===== src/sv/bike_safety_light_classifier_defines.svh =====
// Assertion macros for the bike safety light classifier.
// Used by files that carry concurrent checks; expects clk and rst_n in scope.
`ifndef BIKE_SAFETY_LIGHT_CLASSIFIER_DEFINES_SVH
`define BIKE_SAFETY_LIGHT_CLASSIFIER_DEFINES_SVH

// same-cycle implication, disabled while in reset
`define BSLC_AST_IMP(lbl, ante, cons, msg) \
  lbl: assert property (@(posedge clk) disable iff (!rst_n) (ante) |-> (cons)) \
    else $error(msg);

// next-cycle implication, disabled while in reset
`define BSLC_AST_NXT(lbl, ante, cons, msg) \
  lbl: assert property (@(posedge clk) disable iff (!rst_n) (ante) |=> (cons)) \
    else $error(msg);

`endif


===== src/sv/bslc_pkg.sv =====
// Shared constants, codes and types for the bike safety light classifier.
// No dependencies; the window, class and top-level files refer to it by scoped names.
package bslc_pkg;

  // acceleration window depth and derived widths
  localparam int WIN_DEPTH = 8;
  localparam int WIN_SH    = $clog2(WIN_DEPTH);
  localparam int WIN_IDX_W = (WIN_DEPTH > 1) ? WIN_SH : 1;
  localparam int SUM_W     = 16 + WIN_SH;
  localparam bit WIN_POW2  = ((1 << WIN_SH) == WIN_DEPTH);

  // reciprocal divide for a depth that is not a power of two:
  // u = sum + WIN_DEPTH*32768 is non-negative, floor(u/N) = (u*M) >> K exactly
  localparam int      DIV_K   = SUM_W + WIN_SH;
  localparam int      DIV_M_W = SUM_W + 2;
  localparam longint  DIV_M   = ((longint'(1) << DIV_K) + WIN_DEPTH - 1) / WIN_DEPTH;
  localparam longint  DIV_OFF = longint'(WIN_DEPTH) * 32768;

  // request codes
  localparam logic [1:0] REQ_SAMPLE = 2'd0;
  localparam logic [1:0] REQ_EVAL   = 2'd1;
  localparam logic [1:0] REQ_TICK   = 2'd2;

  // safety class codes
  localparam logic [2:0] CLS_IDLE     = 3'd0;
  localparam logic [2:0] CLS_ERROR    = 3'd1;
  localparam logic [2:0] CLS_BRAKING  = 3'd2;
  localparam logic [2:0] CLS_MOVING   = 3'd3;
  localparam logic [2:0] CLS_LOWLIGHT = 3'd4;

  // configuration register indexes
  localparam logic [1:0] CFG_TEMP_LIMIT  = 2'd0;
  localparam logic [1:0] CFG_BRAKE_THR   = 2'd1;
  localparam logic [1:0] CFG_LIGHT_THR   = 2'd2;
  localparam logic [1:0] CFG_FLASH_LIMIT = 2'd3;

  localparam logic [7:0] FLASH_MAX = 8'hFF;

  typedef struct packed {
    logic signed [15:0] temp_limit;
    logic signed [15:0] brake_threshold;
    logic        [15:0] light_threshold;
    logic        [7:0]  flash_limit;
  } cfg_t;

  localparam cfg_t CFG_RESET = '{
    temp_limit:      16'sd5120,
    brake_threshold: -16'sd819,
    light_threshold: 16'd7680,
    flash_limit:     8'd10
  };

  // per-item commit strobes
  typedef struct packed {
    logic sample;
    logic eval;
    logic tick;
  } ctl_t;

  // classifier state as seen on the result channel
  typedef struct packed {
    logic [2:0]         cls;
    logic               front;
    logic               rear;
    logic signed [15:0] avg;
    logic [7:0]         flash_cnt;
  } stat_t;

endpackage


===== src/sv/bslc_if.sv =====
// Valid/ready channel interfaces for the classifier input and result items.
// Stand-alone; widths follow the item fields.
interface bslc_in_if;
  logic               valid;
  logic               ready;
  logic [1:0]         req_type;
  logic signed [15:0] fwd_accel;
  logic signed [15:0] temperature;
  logic [15:0]        ambient_light;

  modport source (output valid, req_type, fwd_accel, temperature, ambient_light,
                  input ready);
  modport sink   (input valid, req_type, fwd_accel, temperature, ambient_light,
                  output ready);
endinterface

interface bslc_out_if;
  logic               valid;
  logic               ready;
  logic [2:0]         safety_class;
  logic               front_lamp;
  logic               rear_lamp;
  logic signed [15:0] average_accel;
  logic [7:0]         flash_count;

  modport source (output valid, safety_class, front_lamp, rear_lamp, average_accel,
                  flash_count, input ready);
  modport sink   (input valid, safety_class, front_lamp, rear_lamp, average_accel,
                  flash_count, output ready);
endinterface


===== src/sv/bslc_window.sv =====
// Acceleration window: circular sample store, running sum and floor average.
// Depends on bslc_pkg.
module bslc_window (
  input  logic                 clk,
  input  logic                 rst_n,
  input  logic                 sample_en,
  input  logic signed [15:0]   sample,
  output logic signed [15:0]   avg
);

  logic signed [15:0]                 win_r [bslc_pkg::WIN_DEPTH];
  logic signed [bslc_pkg::SUM_W-1:0]  sum_r, sum_nxt;
  logic [bslc_pkg::WIN_IDX_W-1:0]     slot_r, slot_nxt;

  // replace the oldest entry and adjust the sum
  always_comb begin
    sum_nxt = sum_r - bslc_pkg::SUM_W'(win_r[slot_r]) + bslc_pkg::SUM_W'(sample);
    if (slot_r == bslc_pkg::WIN_IDX_W'(bslc_pkg::WIN_DEPTH - 1)) begin
      slot_nxt = '0;
    end else begin
      slot_nxt = slot_r + 1'b1;
    end
  end

  always_ff @(posedge clk) begin
    if (!rst_n) begin
      for (int i = 0; i < bslc_pkg::WIN_DEPTH; i++) begin
        win_r[i] <= '0;
      end
      sum_r  <= '0;
      slot_r <= '0;
    end else if (sample_en) begin
      win_r[slot_r] <= sample;
      sum_r         <= sum_nxt;
      slot_r        <= slot_nxt;
    end
  end

  // floor(sum / depth)
  if (bslc_pkg::WIN_POW2) begin : g_shift
    assign avg = sum_r[bslc_pkg::SUM_W-1:bslc_pkg::WIN_SH];
  end else begin : g_recip
    logic [bslc_pkg::SUM_W-1:0]                    u;
    logic [bslc_pkg::SUM_W+bslc_pkg::DIV_M_W-1:0]  prod;
    logic [15:0]                                   q;
    // bias to non-negative, multiply by reciprocal, unbias by flipping the top bit
    assign u    = bslc_pkg::SUM_W'(sum_r) + bslc_pkg::SUM_W'(bslc_pkg::DIV_OFF);
    assign prod = (bslc_pkg::SUM_W + bslc_pkg::DIV_M_W)'(u)
                * (bslc_pkg::SUM_W + bslc_pkg::DIV_M_W)'(bslc_pkg::DIV_M);
    assign q    = prod[bslc_pkg::DIV_K +: 16];
    assign avg  = {~q[15], q[14:0]};
  end

endmodule


===== src/sv/bslc_class.sv =====
// Safety class state machine with flash counter, lamp drives and stored average.
// Depends on bslc_pkg.
module bslc_class (
  input  logic                   clk,
  input  logic                   rst_n,
  input  bslc_pkg::ctl_t         ctl,
  input  bslc_pkg::cfg_t         cfg,
  input  logic signed [15:0]     avg_in,
  input  logic signed [15:0]     temperature,
  input  logic [15:0]            ambient_light,
  output bslc_pkg::stat_t        stat
);

  logic [2:0]         cls_r, cls_nxt;
  logic               front_r, front_nxt;
  logic               rear_r, rear_nxt;
  logic signed [15:0] avg_r, avg_nxt;
  logic [7:0]         cnt_r, cnt_nxt;
  logic               hot;
  logic               cnt_done;
  logic [7:0]         cnt_inc;

  assign hot      = temperature > cfg.temp_limit;
  assign cnt_done = cnt_r >= cfg.flash_limit;
  assign cnt_inc  = (cnt_r == bslc_pkg::FLASH_MAX) ? cnt_r : cnt_r + 8'd1;

  // class rules on evaluate, flashing on tick
  always_comb begin
    cls_nxt   = cls_r;
    front_nxt = front_r;
    rear_nxt  = rear_r;
    avg_nxt   = avg_r;
    cnt_nxt   = cnt_r;
    if (ctl.eval) begin
      avg_nxt = avg_in;
      unique case (cls_r)
        bslc_pkg::CLS_IDLE: begin
          cnt_nxt = '0;
          if (hot) begin
            cls_nxt = bslc_pkg::CLS_ERROR;
          end else if (avg_in < cfg.brake_threshold) begin
            cls_nxt = bslc_pkg::CLS_BRAKING;
          end else if (ambient_light < cfg.light_threshold) begin
            cls_nxt = bslc_pkg::CLS_LOWLIGHT;
          end else begin
            cls_nxt = bslc_pkg::CLS_MOVING;
          end
        end
        bslc_pkg::CLS_ERROR: begin
          if (cnt_done && !hot) begin
            cls_nxt = bslc_pkg::CLS_IDLE;
            cnt_nxt = '0;
          end
        end
        bslc_pkg::CLS_BRAKING: begin
          if (cnt_done) begin
            cls_nxt = bslc_pkg::CLS_IDLE;
            cnt_nxt = '0;
          end
        end
        bslc_pkg::CLS_MOVING: begin
          front_nxt = 1'b0;
          rear_nxt  = 1'b0;
          cnt_nxt   = '0;
          cls_nxt   = bslc_pkg::CLS_IDLE;
        end
        bslc_pkg::CLS_LOWLIGHT: begin
          front_nxt = 1'b1;
          rear_nxt  = 1'b1;
          cnt_nxt   = '0;
          cls_nxt   = bslc_pkg::CLS_IDLE;
        end
        default: begin
          cls_nxt = bslc_pkg::CLS_IDLE;
        end
      endcase
    end else if (ctl.tick) begin
      if (cls_r == bslc_pkg::CLS_ERROR) begin
        cnt_nxt   = cnt_inc;
        front_nxt = ~front_r;
        rear_nxt  = ~rear_r;
      end else if (cls_r == bslc_pkg::CLS_BRAKING) begin
        cnt_nxt  = cnt_inc;
        rear_nxt = ~rear_r;
      end
    end
  end

  always_ff @(posedge clk) begin
    if (!rst_n) begin
      cls_r   <= bslc_pkg::CLS_IDLE;
      front_r <= 1'b0;
      rear_r  <= 1'b0;
      avg_r   <= '0;
      cnt_r   <= '0;
    end else begin
      cls_r   <= cls_nxt;
      front_r <= front_nxt;
      rear_r  <= rear_nxt;
      avg_r   <= avg_nxt;
      cnt_r   <= cnt_nxt;
    end
  end

  assign stat = '{cls: cls_r, front: front_r, rear: rear_r, avg: avg_r, flash_cnt: cnt_r};

endmodule


===== src/sv/bike_safety_light_classifier.sv =====
// Bike safety light classifier, top level.
// Path: an input transfer loads the input stage register, and its commit loads the state and result valid registers.
// Throughput: one item per cycle while no result is held; the state registers double as the result register.
// An item commits when the result slot is empty or being taken; a held result stalls commits.
// Reset (synchronous, rst_n low): window and sum zero, class idle, lamps off, count zero,
// configuration registers to their defaults, both channels empty.
`include "bike_safety_light_classifier_defines.svh"

module bike_safety_light_classifier (
  input  logic              clk,
  input  logic              rst_n,
  bslc_in_if.sink           in_chan,
  bslc_out_if.source        out_chan,
  input  logic              cfg_we,
  input  logic [1:0]        cfg_idx,
  input  logic [15:0]       cfg_wdata
);

  bslc_pkg::cfg_t      cfg_r, cfg_nxt;
  bslc_pkg::ctl_t      ctl;
  bslc_pkg::stat_t     stat;

  logic                s1_vld_r, s1_vld_nxt;
  logic [1:0]          s1_req_r;
  logic signed [15:0]  s1_accel_r;
  logic signed [15:0]  s1_temp_r;
  logic [15:0]         s1_light_r;
  logic                out_vld_r, out_vld_nxt;
  logic                advance;
  logic                commit;
  logic                in_xfer;
  logic signed [15:0]  avg;
  logic [1:0]          lamps;
  logic [7:0]          cnt_now;
  logic                flash_tick;
  logic                moving_eval;
  logic                idle_dark;

  // configuration register writes
  always_comb begin
    cfg_nxt = cfg_r;
    if (cfg_we) begin
      unique case (cfg_idx)
        bslc_pkg::CFG_TEMP_LIMIT:  cfg_nxt.temp_limit      = cfg_wdata;
        bslc_pkg::CFG_BRAKE_THR:   cfg_nxt.brake_threshold = cfg_wdata;
        bslc_pkg::CFG_LIGHT_THR:   cfg_nxt.light_threshold = cfg_wdata;
        bslc_pkg::CFG_FLASH_LIMIT: cfg_nxt.flash_limit     = cfg_wdata[7:0];
        default: cfg_nxt = cfg_r;
      endcase
    end
  end

  // handshake: the input stage drains whenever the result slot frees up
  assign advance       = !out_vld_r || out_chan.ready;
  assign commit        = s1_vld_r && advance;
  assign in_chan.ready = !s1_vld_r || advance;
  assign in_xfer       = in_chan.valid && in_chan.ready;
  assign s1_vld_nxt    = in_xfer || (s1_vld_r && !advance);
  assign out_vld_nxt   = commit || (out_vld_r && !out_chan.ready);

  // request decode into commit strobes
  always_comb begin
    ctl = '0;
    unique case (s1_req_r)
      bslc_pkg::REQ_SAMPLE: ctl.sample = commit;
      bslc_pkg::REQ_EVAL:   ctl.eval   = commit;
      bslc_pkg::REQ_TICK:   ctl.tick   = commit;
      default:              ctl        = '0;
    endcase
  end

  always_ff @(posedge clk) begin
    if (!rst_n) begin
      cfg_r     <= bslc_pkg::CFG_RESET;
      s1_vld_r  <= 1'b0;
      out_vld_r <= 1'b0;
    end else begin
      cfg_r     <= cfg_nxt;
      s1_vld_r  <= s1_vld_nxt;
      out_vld_r <= out_vld_nxt;
    end
  end

  // input payload register
  always_ff @(posedge clk) begin
    if (in_xfer) begin
      s1_req_r   <= in_chan.req_type;
      s1_accel_r <= in_chan.fwd_accel;
      s1_temp_r  <= in_chan.temperature;
      s1_light_r <= in_chan.ambient_light;
    end
  end

  bslc_window u_window (
    .clk       (clk),
    .rst_n     (rst_n),
    .sample_en (ctl.sample),
    .sample    (s1_accel_r),
    .avg       (avg)
  );

  bslc_class u_class (
    .clk           (clk),
    .rst_n         (rst_n),
    .ctl           (ctl),
    .cfg           (cfg_r),
    .avg_in        (avg),
    .temperature   (s1_temp_r),
    .ambient_light (s1_light_r),
    .stat          (stat)
  );

  // result channel shows the committed state
  assign out_chan.valid         = out_vld_r;
  assign out_chan.safety_class  = stat.cls;
  assign out_chan.front_lamp    = stat.front;
  assign out_chan.rear_lamp     = stat.rear;
  assign out_chan.average_accel = stat.avg;
  assign out_chan.flash_count   = stat.flash_cnt;

  // terms for the checks
  assign lamps       = {stat.front, stat.rear};
  assign cnt_now     = stat.flash_cnt;
  assign flash_tick  = ctl.tick && cnt_now != bslc_pkg::FLASH_MAX &&
                       (stat.cls == bslc_pkg::CLS_ERROR || stat.cls == bslc_pkg::CLS_BRAKING);
  assign moving_eval = ctl.eval && stat.cls == bslc_pkg::CLS_MOVING;
  assign idle_dark   = stat.cls == bslc_pkg::CLS_IDLE && lamps == 2'b00;

  // checks
  `BSLC_AST_NXT(a_lamp_hold, !commit, $stable(lamps), "lamps moved without a commit")
  `BSLC_AST_NXT(a_class_eval_only, !ctl.eval, $stable(stat.cls), "class moved without evaluate")
  `BSLC_AST_NXT(a_tick_count, flash_tick, cnt_now == $past(cnt_now) + 8'd1, "tick not counted")
  `BSLC_AST_NXT(a_moving_off, moving_eval, idle_dark, "moving evaluate did not clear lamps")
  `BSLC_AST_IMP(a_commit_slot, commit, !out_vld_r || out_chan.ready, "commit while result held")

endmodule

===== src/flat_wrapper.sv =====
// flat-port wrapper written by rule: the top's interface ports become plain ports
module bike_safety_light_classifier_flat 
  (clk, rst_n, cfg_we, cfg_idx, cfg_wdata, in_chan_valid, in_chan_req_type, in_chan_fwd_accel, in_chan_temperature, in_chan_ambient_light, in_chan_ready, out_chan_valid, out_chan_safety_class, out_chan_front_lamp, out_chan_rear_lamp, out_chan_average_accel, out_chan_flash_count, out_chan_ready);
  bslc_in_if in_chan_i ();
  bslc_out_if out_chan_i ();
  input  logic clk;
  input  logic rst_n;
  input  logic cfg_we;
  input  logic [1:0] cfg_idx;
  input  logic [15:0] cfg_wdata;
  input wire logic [$bits(in_chan_i.valid)-1:0] in_chan_valid;
  input wire logic [$bits(in_chan_i.req_type)-1:0] in_chan_req_type;
  input wire logic [$bits(in_chan_i.fwd_accel)-1:0] in_chan_fwd_accel;
  input wire logic [$bits(in_chan_i.temperature)-1:0] in_chan_temperature;
  input wire logic [$bits(in_chan_i.ambient_light)-1:0] in_chan_ambient_light;
  output wire logic [$bits(in_chan_i.ready)-1:0] in_chan_ready;
  output wire logic [$bits(out_chan_i.valid)-1:0] out_chan_valid;
  output wire logic [$bits(out_chan_i.safety_class)-1:0] out_chan_safety_class;
  output wire logic [$bits(out_chan_i.front_lamp)-1:0] out_chan_front_lamp;
  output wire logic [$bits(out_chan_i.rear_lamp)-1:0] out_chan_rear_lamp;
  output wire logic [$bits(out_chan_i.average_accel)-1:0] out_chan_average_accel;
  output wire logic [$bits(out_chan_i.flash_count)-1:0] out_chan_flash_count;
  input wire logic [$bits(out_chan_i.ready)-1:0] out_chan_ready;
  assign in_chan_i.valid = in_chan_valid;
  assign in_chan_i.req_type = in_chan_req_type;
  assign in_chan_i.fwd_accel = in_chan_fwd_accel;
  assign in_chan_i.temperature = in_chan_temperature;
  assign in_chan_i.ambient_light = in_chan_ambient_light;
  assign in_chan_ready = in_chan_i.ready;
  assign out_chan_valid = out_chan_i.valid;
  assign out_chan_safety_class = out_chan_i.safety_class;
  assign out_chan_front_lamp = out_chan_i.front_lamp;
  assign out_chan_rear_lamp = out_chan_i.rear_lamp;
  assign out_chan_average_accel = out_chan_i.average_accel;
  assign out_chan_flash_count = out_chan_i.flash_count;
  assign out_chan_i.ready = out_chan_ready;
  bike_safety_light_classifier u_core (.clk(clk), .rst_n(rst_n), .in_chan(in_chan_i), .out_chan(out_chan_i), .cfg_we(cfg_we), .cfg_idx(cfg_idx), .cfg_wdata(cfg_wdata));
endmodule

===== config.mk =====
export PLATFORM = sky130hd
export DESIGN_NAME = bike_safety_light_classifier_flat
export DESIGN_NICKNAME = d
export VERILOG_FILES = /design/src/sv/bslc_pkg.sv /design/src/sv/bslc_if.sv /design/src/sv/bslc_window.sv /design/src/sv/bslc_class.sv /design/src/sv/bike_safety_light_classifier.sv /design/src/flat_wrapper.sv
export VERILOG_INCLUDE_DIRS = /design/src /design/src/sv
export SDC_FILE = /design/constraint.sdc
export NUM_CORES = 1
export LEC_CHECK = 0
export ABC_AREA = 1
export BUFFER_PORTS_ARGS = -buffer_cell sky130_fd_sc_hd__buf_2
export CAP_MARGIN = 20
export CORE_UTILIZATION = 45
export CTS_BUF_LIST = sky130_fd_sc_hd__clkbuf_8
export CTS_CLUSTER_DIAMETER = 60
export DETAILED_ROUTE_END_ITERATION = 10
export SLEW_MARGIN = 40
export SYNTH_ARGS = -nofsm -noshare
export SYNTH_HDL_FRONTEND = slang
export SYNTH_SLANG_ARGS = --single-unit

===== constraint.sdc =====
create_clock -name clk -period 3.7 [get_ports clk]
set_clock_uncertainty 0.1 [all_clocks]
set_input_delay 0.37 -clock clk [delete_from_list [all_inputs] [get_ports clk]]
set_output_delay 0.37 -clock clk [all_outputs]
set_load 0.02 [all_outputs]

# Yosys cells after proc, flatten, opt, wreduce, memory -nomap -nowiden
# Memories as Yosys holds them, arrays and structs flattened. A register that Yosys moved wholly into a read port is not among the register bits.
# Index checks and enable logic that the tools add are counted.
# word_totals
ff_bits	159
mem_bits_rw	128
in_bits	73
output_inout_bits	31
elab_cells	110
n_memories	1
# mem_list
name	words	word_bits	rd	rd_clocked_by_memory_dff	wr	line	text
u_core.u_window.win_r	8	16	1	1	8	bslc_window.sv:11	logic signed [15:0] win_r [bslc_pkg::WIN_DEPTH];
# op_classes
n_addsub	4
order_cmp	4
n_eq_ne	16
n_mux	35
bitwise_logic	2
reduce_logical	31
# op_table
cell	count
$mux 8	7
$lt 16x16->1	2
$mux 3	9
$pmux 8 s3	1
$add 19x16->19	1
$sub 19x16->19	1
$gt 16x16->1	1
$mux 16	1
$reduce_or 16->1	1
$mux 1	15
$ne 3x3->1 const B	3
$pmux 3 s3	1
$reduce_and 3->1	3
$add 8x1->8 const B	1
$eq 8x8->1 const B	1
$ge 8x8->1	1
$reduce_and 2->1	4
$eq 2x2->1 const B	3
$eq 3x2->1 const B	2
$eq 3x3->1 const B	2
$reduce_bool 3->1	2
$logic_and 1x1->1	5
$logic_not 1->1	5
$reduce_and 5->1	1
other kinds (11)	19

# Logic depth before layout (Yosys ltp)
# Gate-level depths: netlist of the first run.
# logic_depth
depth_word	9
depth_mapped	21

# Modules after synthesis
# A second synthesis of the first run with hierarchy kept.
# unflattened
cells_unflattened	1712
hier_area_um2	14724.1
# by_module_without_submodules
mod	instances	cells_per_inst	area_per_inst_um2
bslc_window	1	906	8122.8
bike_safety_light_classifier	1	399	3876.2
bslc_class	1	407	2725.1

# Worst setup path before layout of the first run
# No wires, ideal clock.
# synth_timing
kind	register to register
startpoint	reg (tool-made name)
endpoint	reg u_core.u_window.sum_r[14] (netlist bit)
t_arrival_ns	2.990
required_time_ns	3.485
slack_ns	0.495
path_stages_with_launch	20
n_path_buf	1
period_less_slack_ns	3.205
cell_sequence	dfxtp_1 clkinv_1 clkbuf_1 o21ai_0 o22ai_1 nor2_1 a31oi_1 fa_1 inv_1 fa_1 nand3_1 nand3_1 a21oi_1 inv_1 nand2_1 nand2_1 a21oi_1 xnor2_1 o21ai_0 inv_1
# synth_lines
element	line	text
end signal, assigned	bslc_window.sv:34	sum_r <= sum_nxt;
end, declared	bslc_window.sv:12	logic signed [bslc_pkg::SUM_W-1:0] sum_r, sum_nxt;

==> results.tsv, run 1 <==
metric	value	unit
min_to	u_core.cfg_r[24]	
cts_max_path_buffers	3	
htree_levels	2	
synth_area_leader_cell	edfxtp_1	
n_antenna_cell	0	
final_antenna_net_count	0	
syn_avg_cell_area	9.33	um2
fp.dieArea	31900	um2
placed_area	15200	um2
design_area	17000	um2
wire_per_inst	16.6	um
layout_commonest_cell	nor2_1	
grt_pass1_wl	56.4	mm
grt_overflow	0	
fin_crit_sh	0.948	
numCtsBuffers	51	
setup.worst_path.start_class	register	
dp_cells	2000	
seq_power_share	0.455	
die_height	179	um
grtUsageMet3	0.0416	
mostFrequentLayoutCells	nor2_1 (283), inv_1 (188), edfxtp_1 (178)	
synthCells	1504	
fp-row-count	64	
min_path_cells	3	
path_cells	clkinvlp_4 > buf_4 > o21ai_0 > o22ai_1 > nor2_1 > a31oi_1 > fa_1 > inv_1 > ha_1 > nand2_1 > nand3_1 > a21oi_1 > buf_4 > o21bai_1 > nand3_1 > nand3_1 > nand3_1 > o211ai_1 > inv_1	
ir_drop	0.328	mV
drc	0	
ys_types	42	
slew_headroom	0.464	
synth_seq_cells	290	
worst_pin_slew	0.803	ns
top_usage_layer	met2	
slowest_delay	0.50	ns
yosysWarnings	0	
dpl.hpwl	24.7	mm
intPower	0.00587	W
num_io_pins	104	
antenna_found_initial	1	
crit_top_cell	nand3_1	
status	finished, final reports clean	
syn_to_final_growth	21.3	%
ys_seq_area_frac	0.541	
p_comb_frac	0.147	
p_leak	7.55	nW
cts_tree	done	
clk_pin_slew	0.06	ns
worstRegToRegCells	19	
min_path_type	input port to register	
worst_skew_pair.late_latency	0.57	ns
rsz0062_at_grt	true	
setup_viol	0	
clock_power_share	0.398	
coreArea	30600	um2
use_met2	0.385	
grt_pass1_vias	10700	
slowest_stage	fa_1	
period_needed	3.51	ns
grtUsageTotal	0.229	
drt_pre_antenna_iters	5	
required	4.04	ns
gr-usage-met1	0.292	
maxCapViolCount	0	
p_per_area	468	nW/um2
rrSetupSlack	0.19	ns
holdCritStartpoint	cfg_wdata[0]	
synth_top_area_share	0.381	
drive_gt1_frac	0.151	
end_kind	register	
avgViaCountPerCell	5.10	
swShare	0.262	
critPathTopFamily	adder cells	
max_freq	285	MHz
cts_sinks	290	
synthTopCellsByArea	edfxtp_1 (38%), dfxtp_1 (16%), nor2_1 (7.6%)	
p_sw	0.00208	W
path_max_fanout	17	
r2r_end	u_core.u_window.sum_r[15]	
grt_max_degree	98	
critPathKind	register to register	
drt_iter0_markers	667	
die_w	179	um
fin_tns_setup	0	ns
clockRootBuffer	clkbuf_8	
dr_total_vias	11000	
hold_viol	0	
fin_util	0.556	
synth_area	14000	um2
wirelength	35.7	mm
synthesis.nets	1671	
place.gp.congestion	0.881	
layout.cells.non_filler	2153	
critPathBufInv	5	
whs	0.0185	ns
cp.arrival	3.85	ns
drv_slew	0	
port_buffers	103	
initial_utilization	0.459	
num-nets-final	1882	
-- worst reg2reg max path: stages, from the launching register on --
cell        delay (ns)
dfxtp_4           0.39
clkinvlp_4        0.15
buf_4             0.22
o21ai_0           0.16
o22ai_1           0.09
nor2_1            0.08
a31oi_1           0.08
fa_1              0.50
inv_1             0.04
ha_1              0.38
nand2_1           0.10
nand3_1           0.14
a21oi_1           0.09
buf_4             0.14
o21bai_1          0.26
nand3_1           0.16
nand3_1           0.10
nand3_1           0.07
o211ai_1          0.08
inv_1             0.06
-- layer usage --
layer  vias up  routed length (um)
met5         -                  16
met4         2                1250
met3        79                1840
met2       285               17100
met1      5097               15500
li1       5517                   -
-- kinds of logic (layout without fill, tap and decap cells) --
kind of cell,Yosys count,count (layout),synth area share
simple gates,488,488,0.144
compound gates,361,361,0.141
flops,290,290,0.541
buf+inv,254,507,0.0705
fa+ha+maj,94,94,0.0935
xor+xnor,17,17,0.0106
-- Yosys cell counts (all sizes together) --
cell,n
nor2,287
a211oi,2
a22oi,1
and2,1
nand4,8
a21oi,117
o2111ai,1
fa,18
nor4,1
nand3,40
nor3,11
clkbuf,43
o21ai,167
o211ai,20
clkinv,17
o31ai,3
buf,14
xor2,11
o221ai,5
inv,180
o22ai,17
or2,1
nand2,139
o21a,4
dfxtp,112
a31oi,17
o31a,1
o21bai,2
xnor2,6
a31o,1
a21o,3
edfxtp,178
ha,76
-- power groups by stage --
stage	Combinational [W]	Clock [W]	Sequential (W)
finish	0.00117	0.00317	0.00362
global route	0.00132	0.00337	0.00363
CTS	0.00115	0.00323	0.00362
floorplan	0.000683	0	0.00367
global placement	0.00109	0	0.00368
detailed placement	0.00110	0	0.00368
-- worst max-delay path by stage --
stage / to / slack (ns) / cells after the start
6_report: u_core.u_window.sum_r[15] / 0.19 / 19
5_1_grt: u_core.u_window.sum_r[12] / -0.01 / 20
4_1_cts: u_core.u_window.sum_r[13] / 0.08 / 17
3_5_place_dp: u_core.u_window.sum_r[13] / 0.08 / 17
3_3_place_gp: u_core.u_window.sum_r[13] / 0.12 / 17
2_1_floorplan: u_core.u_window.sum_r[14] / 0.49 / 19
-- stage by stage --
stage	setup slack, ns	total power, W
2_1_floorplan	0.495	0.00436
3_3_place_gp	0.115	0.00477
3_5_place_dp	0.0797	0.00478
4_1_cts	0.0838	0.00799
5_1_grt	-0.00986	0.00831
6_report	0.193	0.00795
-- sequential cells by signal (all words and copies together) (netlist names), 2 cells and up, named ones only --
name	cells
u_core.u_window.slot_r	3
u_core.cfg_r	56
u_core.u_window.win_r	128
u_core.s1_req_r	2
u_core.u_class.cls_r	3
u_core.s1_light_r	16
u_core.s1_accel_r	16
u_core.u_class.avg_r	16
u_core.u_class.cnt_r	8
u_core.u_window.sum_r	19
u_core.s1_temp_r	16
-- final cells by class --
type	instances	area [um2]
sequential	290	7590
fill	2782	13600
inverter	197	743
timing repair buffer	215	1570
tap	396	495
clock buffer	64	881
clock inverter	31	231
multi-input combinational	960	5500
-- timing repair --
action                                  CTS  global route
endpoints found under the hold margin    60             0
hold buffers                             57             0
endpoints found under the setup margin    0            11
resized for setup                         0            20
setup buffers                             0             0
Note: power is estimated with default switching activity, not from simulation.
==> run 2: changes to the inputs <==
- ABC_AREA: 1 -> default
- SETUP_SLACK_MARGIN: default -> 0.1
==> run 2 against run 1 <==
Net effect: largest power group unchanged; critical endpoint is now u_core.u_window.sum_r[14]; clock power fell by 17%; critical path depth shrank 5; the flow now finishes with violations (DRC); cell area is 2.5% higher; largest cell class unchanged.
==> results.tsv, run 2 <==
metric	value	unit
fp.dieArea	32300	um2
yosysWarnings	0	
drive_gt1_frac	0.221	
clock_power_share	0.362	
wirelength	37.2	mm
layout.cells.non_filler	1954	
synth_area_leader_cell	edfxtp_1	
maxCapViolCount	0	
worst_skew_pair.late_latency	0.57	ns
end_kind	register	
synth-edff-count	178	
cts_max_path_buffers	3	
rsz0062_at_grt	true	
fin_tns_setup	0	ns
slew_headroom	0.498	
drt_pre_antenna_iters	7	
seq_power_share	0.496	
rrSetupSlack	0.08	ns
r2r_end	u_core.u_window.sum_r[14]	
synthesis.nets	1468	
num_io_pins	104	
setup.worst_path.start_class	register	
p_comb_frac	0.142	
wire_per_inst	19.0	um
ys_seq_area_frac	0.534	
htree_levels	2	
regMostFlops	u_core.u_window.win_r	
hold_viol	0	
antenna_found_initial	1	
placed_area	15500	um2
post-synth-top-count-cell	edfxtp_1	
status	complete, but fails checks	
failed_checks	DRC	
clockRootBuffer	clkbuf_8	
design_area	17400	um2
numCtsBuffers	50	
critPathKind	register to register	
fin_crit_sh	0.978	
cp.arrival	3.94	ns
grt_pass1_vias	10500	
layout_commonest_cell	edfxtp_1	
mostFrequentLayoutCells	edfxtp_1 (178), nand2_1 (172), inv_1 (124)	
die_height	180	um
worst_pin_slew	0.751	ns
cts_sinks	290	
whs	0.0401	ns
final_antenna_net_count	0	
synth_area	14200	um2
drv_slew	0	
swShare	0.264	
coreArea	30800	um2
grt_overflow	0	
syn_to_final_growth	22.7	%
grtUsageTotal	0.231	
p_per_area	418	nW/um2
die_w	180	um
path_max_fanout	4	
drc	3	
synth_top_cells_by_count	edfxtp_1 (178), nand2_1 (172), dfxtp_1 (112)	
p_sw	0.00192	W
cts_tree	done	
dr_total_vias	10600	
clk_pin_slew	0.06	ns
num-nets-final	1685	
max_freq	276	MHz
syn_avg_cell_area	10.9	um2
ir_drop	0.245	mV
p_leak	6.75	nW
n_antenna_cell	0	
crit_end	u_core.u_window.sum_r[14]	
grt_pass1_wl	58.3	mm
worstRegToRegCells	14	
place.gp.congestion	0.905	
largest_reg_flops	128	
top_regs	u_core.u_window.win_r: 128 flops, u_core.cfg_r: 56 flops, u_core.u_window.sum_r: 19 flops	
ys_types	67	
fillers	2612	
setup_viol	0	
drt_iter0_markers	615	
synth_flop_cell	edfxtp_1	
min_path_type	input port to register	
synth_seq_cells	290	
synthCells	1301	
ys_async_sr_fraction	0	
grt_max_degree	46	
synth_top_area_share	0.376	
required	4.03	ns
dp_cells	1785	
period_needed	3.62	ns
port_buffers	103	
initial_utilization	0.461	
fp-row-count	64	
avgViaCountPerCell	5.44	
synthTopCellsByArea	edfxtp_1 (38%), dfxtp_1 (16%), ha_1 (6.7%)	
intPower	0.00536	W
dpl.hpwl	25.0	mm
run 2: cell types whose count changed in the layout (fill, tap and decap cells not counted), moves of 12 or more:
cell	previous run	this run
buf_4	48	64
nor2_1	283	33
nor3_1	8	55
nand2b_1	0	12
o22ai_1	17	1
mux4_2	0	32
nor4_1	1	59
and2_1	1	35
nand3_1	39	25
mux2_2	0	12
o21ai_0	160	18
nand2_1	126	172
inv_1	188	124
a21oi_1	115	89
run 2: power by group through the flow:
stage	Clock [W]	Sequential, W	Combinational [W]
final	0.00263	0.00362	0.00103
after global routing	0.00284	0.00363	0.00114
after CTS	0.00269	0.00362	0.000937
after detailed placement	0	0.00368	0.000841
after global placement	0	0.00368	0.000832
after floorplan	0	0.00365	0.000549
run 2: worst min-delay path by stage:
stage                        startpoint                       end  cells past startpoint
3_5_place_dp   u_core.u_class.avg_r[10]  u_core.u_class.avg_r[10]                      2
4_1_cts                    cfg_wdata[7]          u_core.cfg_r[15]                      3
3_3_place_gp   u_core.u_class.avg_r[13]  u_core.u_class.avg_r[13]                      2
2_1_floorplan          u_core.cfg_r[10]          u_core.cfg_r[10]                      2
5_1_grt                    cfg_wdata[7]          u_core.cfg_r[47]                      3
6_report                   cfg_wdata[7]          u_core.cfg_r[47]                      3
run 2: cell families after synthesis:
group	count (synthesis)	synth area share
AND/OR/NAND/NOR	436	0.152
multiplexers	49	0.0639
XOR/XNOR	14	0.00863
adder cells (fa/ha/maj)	95	0.0929
AO/OA/AOI/OAI	221	0.0959
buffers and inverters	196	0.0524
flip-flops	290	0.534
run 2: cell type report:
| class | instances | area (um2) | area share |
|---|---|---|---|
| clock buffers | 54 | 743 | 0.0426 |
| clock inverters | 38 | 160 | 0.00919 |
| multi-input cells | 815 | 6170 | 0.354 |
| flip-flops and latches | 290 | 7590 | 0.435 |
| well taps | 396 | 495 | 0.0284 |
| inverters | 120 | 450 | 0.0258 |
| repair buffers | 241 | 1820 | 0.105 |
run 2: repair_timing:
item,in CTS,in global routing
endpoints found under the hold margin,88,0
cloned,0,2
pin swaps,12,14
setup endpoints to repair,13,13
hold buffers,65,0
setup buffers,3,8
resized for setup,20,43
run 2: through the flow:
step | setup slack [ns] | total power (W) | utilization
2_1_floorplan | 0.116 | 0.00420 | -
3_3_place_gp | -0.0664 | 0.00451 | 0.501
3_5_place_dp | -0.0887 | 0.00452 | 0.501
4_1_cts | 0.100 | 0.00724 | 0.556
5_1_grt | -0.0816 | 0.00761 | 0.566
6_report | 0.0814 | 0.00729 | 0.566
run 2: critical path, cell delays in order (launching register included):
cell and delay, ns:
dfxtp_4 0.41, clkbuf_16 0.16, mux4_2 0.50, mux2_2 0.29
ha_1 0.28, inv_1 0.04, ha_2 0.19, fa_2 0.39
a211oi_4 0.29, o21a_1 0.21, o21ai_2 0.09, a31oi_1 0.19
nor2_1 0.08, o21ai_1 0.15, o311ai_2 0.12
run 2: per-layer routing:
| layer | GRT usage | wire (um) | vias up |
|---|---|---|---|
| li1 | - | - | 5139 |
| met1 | 0.328 | 17300 | 5124 |
| met2 | 0.362 | 16900 | 316 |
| met3 | 0.0385 | 2220 | 59 |
| met4 | 0.0703 | 798 | 0 |
| met5 | 0 | 0 | - |
